$ cat config.mk
export PLATFORM = sky130hd
export DESIGN_NAME = dmv_csr_flat
export DESIGN_NICKNAME = d
export VERILOG_FILES = /design/src/hw/rtl/dual_motor_velocity_pid_pwm_macros.svh /design/src/hw/rtl/dmv_pkg.sv /design/src/hw/rtl/dmv_csr_if.sv /design/src/hw/rtl/dmv_csr.sv /design/src/flat_wrapper.sv
export SDC_FILE = /design/constraint.sdc
export NUM_CORES = 1
export LEC_CHECK = 0
export ABC_AREA = 1
export BUFFER_PORTS_ARGS = -buffer_cell sky130_fd_sc_hd__buf_2
export CORE_MARGIN = 4
export CORE_UTILIZATION = 30
export CTS_BUF_LIST = sky130_fd_sc_hd__clkbuf_4
export DETAILED_ROUTE_END_ITERATION = 7
export SYNTH_ARGS = -nofsm -noshare
export SYNTH_HDL_FRONTEND = slang
export SYNTH_SLANG_ARGS = --single-unit
$ cat constraint.sdc
create_clock -name clock -period 2 [get_ports clock]
set_clock_uncertainty 0.1 [all_clocks]
set_input_delay 0.2 -clock clock [delete_from_list [all_inputs] [get_ports clock]]
set_output_delay 0.2 -clock clock [all_outputs]
set_load 0.05 [all_outputs]
$ cat src/hw/rtl/dual_motor_velocity_pid_pwm_macros.svh
// Assertion macros shared by the RTL modules.
`ifndef DUAL_MOTOR_VELOCITY_PID_PWM_MACROS_SVH
`define DUAL_MOTOR_VELOCITY_PID_PWM_MACROS_SVH
`ifndef SYNTHESIS
// Check a property at each rising clock edge, disabled while reset is high.
`define DMV_ASSERT(label, clk, rst, prop, msg) \
   label: assert property (@(posedge clk) disable iff (rst) prop) else $error(msg);
// Check a property at each rising clock edge, reset included.
`define DMV_ASSERT_NR(label, clk, prop, msg) \
   label: assert property (@(posedge clk) prop) else $error(msg);
`else
`define DMV_ASSERT(label, clk, rst, prop, msg)
`define DMV_ASSERT_NR(label, clk, prop, msg)
`endif
`endif

$ cat src/hw/rtl/dmv_pkg.sv
package dmv_pkg;

   localparam int GAIN_W      = 24;
   localparam int SPEED_W     = 16;
   localparam int ERR_W       = SPEED_W + 1;
   localparam int DIFF_W      = ERR_W + 1;
   localparam int ACC_W       = 32;
   localparam int DRIVE_W     = 16;
   localparam int LIMIT_W     = 15;
   localparam int CENTER_W    = 16;
   localparam int CSR_INDEX_W = 3;
   localparam int CSR_DATA_W  = 24;

   typedef enum logic [CSR_INDEX_W-1:0] {
      CSR_KP_A,
      CSR_KI_A,
      CSR_KD_A,
      CSR_KP_B,
      CSR_KI_B,
      CSR_KD_B,
      CSR_DRIVE_LIMIT,
      CSR_PWM_CENTER
   } csr_index_type;

   typedef struct packed {
      logic signed [GAIN_W-1:0] kp;
      logic signed [GAIN_W-1:0] ki;
      logic signed [GAIN_W-1:0] kd;
   } gains_type;

   typedef struct packed {
      gains_type [1:0]       gains;
      logic [LIMIT_W-1:0]    drive_limit;
      logic [CENTER_W-1:0]   pwm_center;
   } cfg_type;

   typedef struct packed {
      logic                      channel;
      logic signed [SPEED_W-1:0] encoder;
      logic signed [SPEED_W-1:0] target;
   } req_item_type;

   typedef struct packed {
      logic                      out_channel;
      logic signed [DRIVE_W-1:0] drive;
      logic [CENTER_W-1:0]       compare_one;
      logic [CENTER_W-1:0]       compare_two;
   } rsp_item_type;

   localparam gains_type GAINS_RESET = '{
      kp: GAIN_W'(7680),
      ki: GAIN_W'(0),
      kd: GAIN_W'(153600)
   };

   localparam cfg_type CFG_RESET = '{
      gains:       '{GAINS_RESET, GAINS_RESET},
      drive_limit: LIMIT_W'(7100),
      pwm_center:  CENTER_W'(7200)
   };

endpackage

$ cat src/hw/rtl/dmv_csr_if.sv
interface dmv_csr_if import dmv_pkg::*; ();
   logic                   valid;
   logic                   ready;
   logic [CSR_INDEX_W-1:0] index;
   logic [CSR_DATA_W-1:0]  data;

   modport source (output valid, output index, output data, input ready);
   modport sink (input valid, input index, input data, output ready);
endinterface

$ cat src/hw/rtl/dmv_csr.sv
module dmv_csr import dmv_pkg::*; (
   input  logic       clock,
   input  logic       reset,
   dmv_csr_if.sink    csr,
   output cfg_type    cfg
);

   cfg_type cfg_ff;
   cfg_type cfg_in;

   assign csr.ready = 1'b1;
   assign cfg       = cfg_ff;

   always_comb begin
      cfg_in = cfg_ff;
      if (csr.valid) begin
         unique case (csr_index_type'(csr.index))
            CSR_KP_A:        cfg_in.gains[0].kp   = csr.data;
            CSR_KI_A:        cfg_in.gains[0].ki   = csr.data;
            CSR_KD_A:        cfg_in.gains[0].kd   = csr.data;
            CSR_KP_B:        cfg_in.gains[1].kp   = csr.data;
            CSR_KI_B:        cfg_in.gains[1].ki   = csr.data;
            CSR_KD_B:        cfg_in.gains[1].kd   = csr.data;
            CSR_DRIVE_LIMIT: cfg_in.drive_limit   = csr.data[LIMIT_W-1:0];
            CSR_PWM_CENTER:  cfg_in.pwm_center    = csr.data[CENTER_W-1:0];
            default:         cfg_in               = cfg_ff;
         endcase
      end
   end

   always_ff @(posedge clock) begin
      if (reset) begin
         cfg_ff <= CFG_RESET;
      end else begin
         cfg_ff <= cfg_in;
      end
   end

endmodule

$ cat src/flat_wrapper.sv
// flat-port wrapper written by rule: the top's interface ports become plain ports
module dmv_csr_flat import dmv_pkg::*;
  (clock, reset, cfg, csr_valid, csr_index, csr_data, csr_ready);
  dmv_csr_if csr_i ();
  input  logic clock;
  input  logic reset;
  output cfg_type cfg;
  input wire logic [$bits(csr_i.valid)-1:0] csr_valid;
  input wire logic [$bits(csr_i.index)-1:0] csr_index;
  input wire logic [$bits(csr_i.data)-1:0] csr_data;
  output wire logic [$bits(csr_i.ready)-1:0] csr_ready;
  assign csr_i.valid = csr_valid;
  assign csr_i.index = csr_index;
  assign csr_i.data = csr_data;
  assign csr_ready = csr_i.ready;
  dmv_csr u_core (.clock(clock), .reset(reset), .csr(csr_i), .cfg(cfg));
endmodule
==> results.json <==
{
  "fmax_mhz": 532.2,
  "grt_max_degree": 56,
  "grt_overflow_total": 0,
  "fill_cells": 2370,
  "synth_nets": 994,
  "yosysSeqAreaShare_pct": 52.08,
  "die_h_um": 157.7,
  "hpwl_mm": 15.95,
  "core_area_sq_um": 21960,
  "drc": 0,
  "via_count": 6650,
  "status": "finished, final reports clean",
  "slew_viol_final": 0,
  "die_x_um": 157.7,
  "cp_max_fo": 24,
  "ir_drop_mv": 0.3062,
  "drtIter0Drc": 356,
  "period_share_pct": 93.95,
  "grt_pass1_vias": 6075,
  "path_cells": "dlygate4sd3_1 > buf_2 > inv_1 > nand2_1 > nor2_2 > buf_4 > nand2_1 > nand3_1 > dlygate4sd3_1",
  "cp.arrival_ns": 2.31,
  "hp-class": "in -> reg",
  "crit_buf_inv": 5,
  "cts_tree": "yes",
  "rsz0062_at_grt": "false",
  "viasPerCell": 4.536,
  "synth.area.top_cells": "dfxtp_1 (52%), nor2_1 (17%), nand2_1 (13%), nand3_1 (12%), buf_2 (2.0%)",
  "powerDensity_nw_per_um2": 827.6,
  "die_area_sq_um": 24880,
  "synthDistinctLibCells": 12,
  "finalPower_mw": 7.174,
  "tns_ns": 0,
  "syn2layout_area_growth_pct": 28.87,
  "first_pass_iters": 4,
  "clkLatencyLatePin_ns": 0.55,
  "rows": 54,
  "critPathKind": "in -> reg",
  "ctsRootBufferMaster": "clkbuf_4",
  "grt_pass1_wl_mm": 35.67,
  "yosysWarningCount": 0,
  "slew_headroom_pct": 66.39,
  "power_switching_mw": 2.236,
  "syn_inst": 964,
  "synth.avg_cell_area_sq_um": 6.978,
  "grt_use_total_pct": 18.67,
  "slowest_stage": "dlygate4sd3_1",
  "p_int_mw": 4.938,
  "yosysTopAreaCell": "dfxtp_1",
  "io_pins": 206,
  "tightest_slew_ns": 0.5036,
  "cts_max_path_buffers": 2,
  "gp_congestion": 0.7933,
  "hold_viol": 0,
  "dp_cells": 1409,
  "dpl_cell_area_sq_um": 8103,
  "ant_nets": 0,
  "htreeDepth": 4,
  "yosys.area.top_type_share_pct": 52.08,
  "required_ns": 2.43,
  "initial_core_util_pct": 30.63,
  "end_kind": "flop",
  "wl_per_cell_um": 15.90,
  "setup_viol": 0,
  "io_buffers": 204,
  "switching_share_pct": 31.17,
  "cp_top_family": "buffers and inverters",
  "largest_reg_flops": 175,
  "totalWireLength_mm": 23.31,
  "fin_cells": 1466,
  "combPwrFrac_pct": 17.1,
  "post_cts.repair.setup_buffers": 0,
  "cts_buffers": 17,
  "layout-drive-gt1-share_pct": 22.80,
  "cpPeakStageDelay_ns": 0.54,
  "power_leakage_nw": 4.233,
  "clkTransAtPathRegs_ns": 0.16,
  "ys_ff_latch": 175,
  "cts.sinks": 175,
  "fin_crit_ns": 1.879,
  "clkPwrFrac_pct": 31.6,
  "start_kind": "input port",
  "nets": 1202,
  "antenna_found_initial": 1,
  "synth_area_sq_um": 6726,
  "cap_violations": 0,
  "p_seq_share_pct": 51.3,
  "final_cell_area_sq_um": 8668
}
## final timing paths
check                                startpoint               to  slack [ns]  depth (start not counted)
worst max register to register   u_core.cfg[45]   u_core.cfg[45]        0.78                          3
worst max-delay path               csr_index[0]   u_core.cfg[89]        0.12                          9
worst min register to register  u_core.cfg[117]  u_core.cfg[117]        0.37                          2
worst min-delay path                csr_data[1]    u_core.cfg[1]        0.07                          5
## cell type report
type / instances / area, sq um / area share (%)
Sequential cell: 175 / 3503 / 40.42
Multi-Input combinational cell: 695 / 2860 / 33.00
Timing Repair Buffer: 251 / 1509 / 17.41
Tap cell: 280 / 350.3 / 4.042
Clock inverter: 11 / 165.2 / 1.905
Clock buffer: 20 / 150.1 / 1.732
Inverter: 32 / 125.1 / 1.443
Antenna cell: 2 / 5.005 / 0.05774
## power groups by stage
| stage | Sequential (mW) | Combinational [mW] | Clock [mW] |
|---|---|---|---|
| after CTS | 3.68 | 1.24 | 2.35 |
| after floorplan | 4.17 | 0.420 | 0 |
| after detailed placement | 3.75 | 1.20 | 0 |
| after global routing | 3.69 | 1.33 | 2.51 |
| after global placement | 3.75 | 1.20 | 0 |
| final | 3.68 | 1.23 | 2.27 |
## kinds of logic after synthesis
family,synth area share [%]
buffers and inverters,6.027
DFF,52.08
other,0.05575
and+or+nand+nor,41.83
## placed cells by master, fill, tap and decap left out, drive strengths merged
master         n
diode          2
nor2         304
dlygate4sd3   24
dfxtp        175
bufinv         4
clkinvlp       3
conb           1
nand2        227
nand3        163
inv           33
clkinv         3
clkbuf        20
buf          227
## worst min-delay path, stage by stage
cell	delay, ns
buf_2	0.08
inv_1	0.18
nand2_1	0.13
nand2_1	0.04
nor2_1	0.07
## metrics by stage
stage	hold slack [ns]	setup WS, ns	utilization, %
2_1_floorplan	0.2132	0.8188	-
6_report	0.07219	0.1210	39.48
3_3_place_gp	0.3292	0.5199	36.90
5_1_grt	0.04549	0.07952	39.46
3_5_place_dp	0.3361	0.4330	36.90
4_1_cts	0.002272	0.1164	39.43
## cells in the mapped netlist
| library cell | instances |
|---|---|
| buf_1 | 6 |
| nand2_1 | 227 |
| nor2_1 | 302 |
| inv_1 | 31 |
| conb_1 | 1 |
| dfxtp_1 | 175 |
| buf_4 | 5 |
| clkinv_1 | 1 |
| nand3_1 | 163 |
| nor2_2 | 2 |
| buf_2 | 27 |
| clkbuf_1 | 24 |
## per-layer routing
layer / vias to the layer above / wire, um / track usage [%]
met5: - / 0 / 0
met3: 17 / 1654 / 5.112
met2: 202 / 10520 / 28.80
met1: 3019 / 10870 / 26.00
met4: 0 / 274 / 4.588
li1: 3412 / - / -
## timing repair
| action | in CTS | in global routing |
|---|---|---|
| hold buffers | 24 | 0 |
| endpoints found under the setup margin | 0 | 1 |
| hold endpoints to repair | 112 | 0 |
| resized for setup | 0 | 1 |
(Power assumes the default switching activity.)
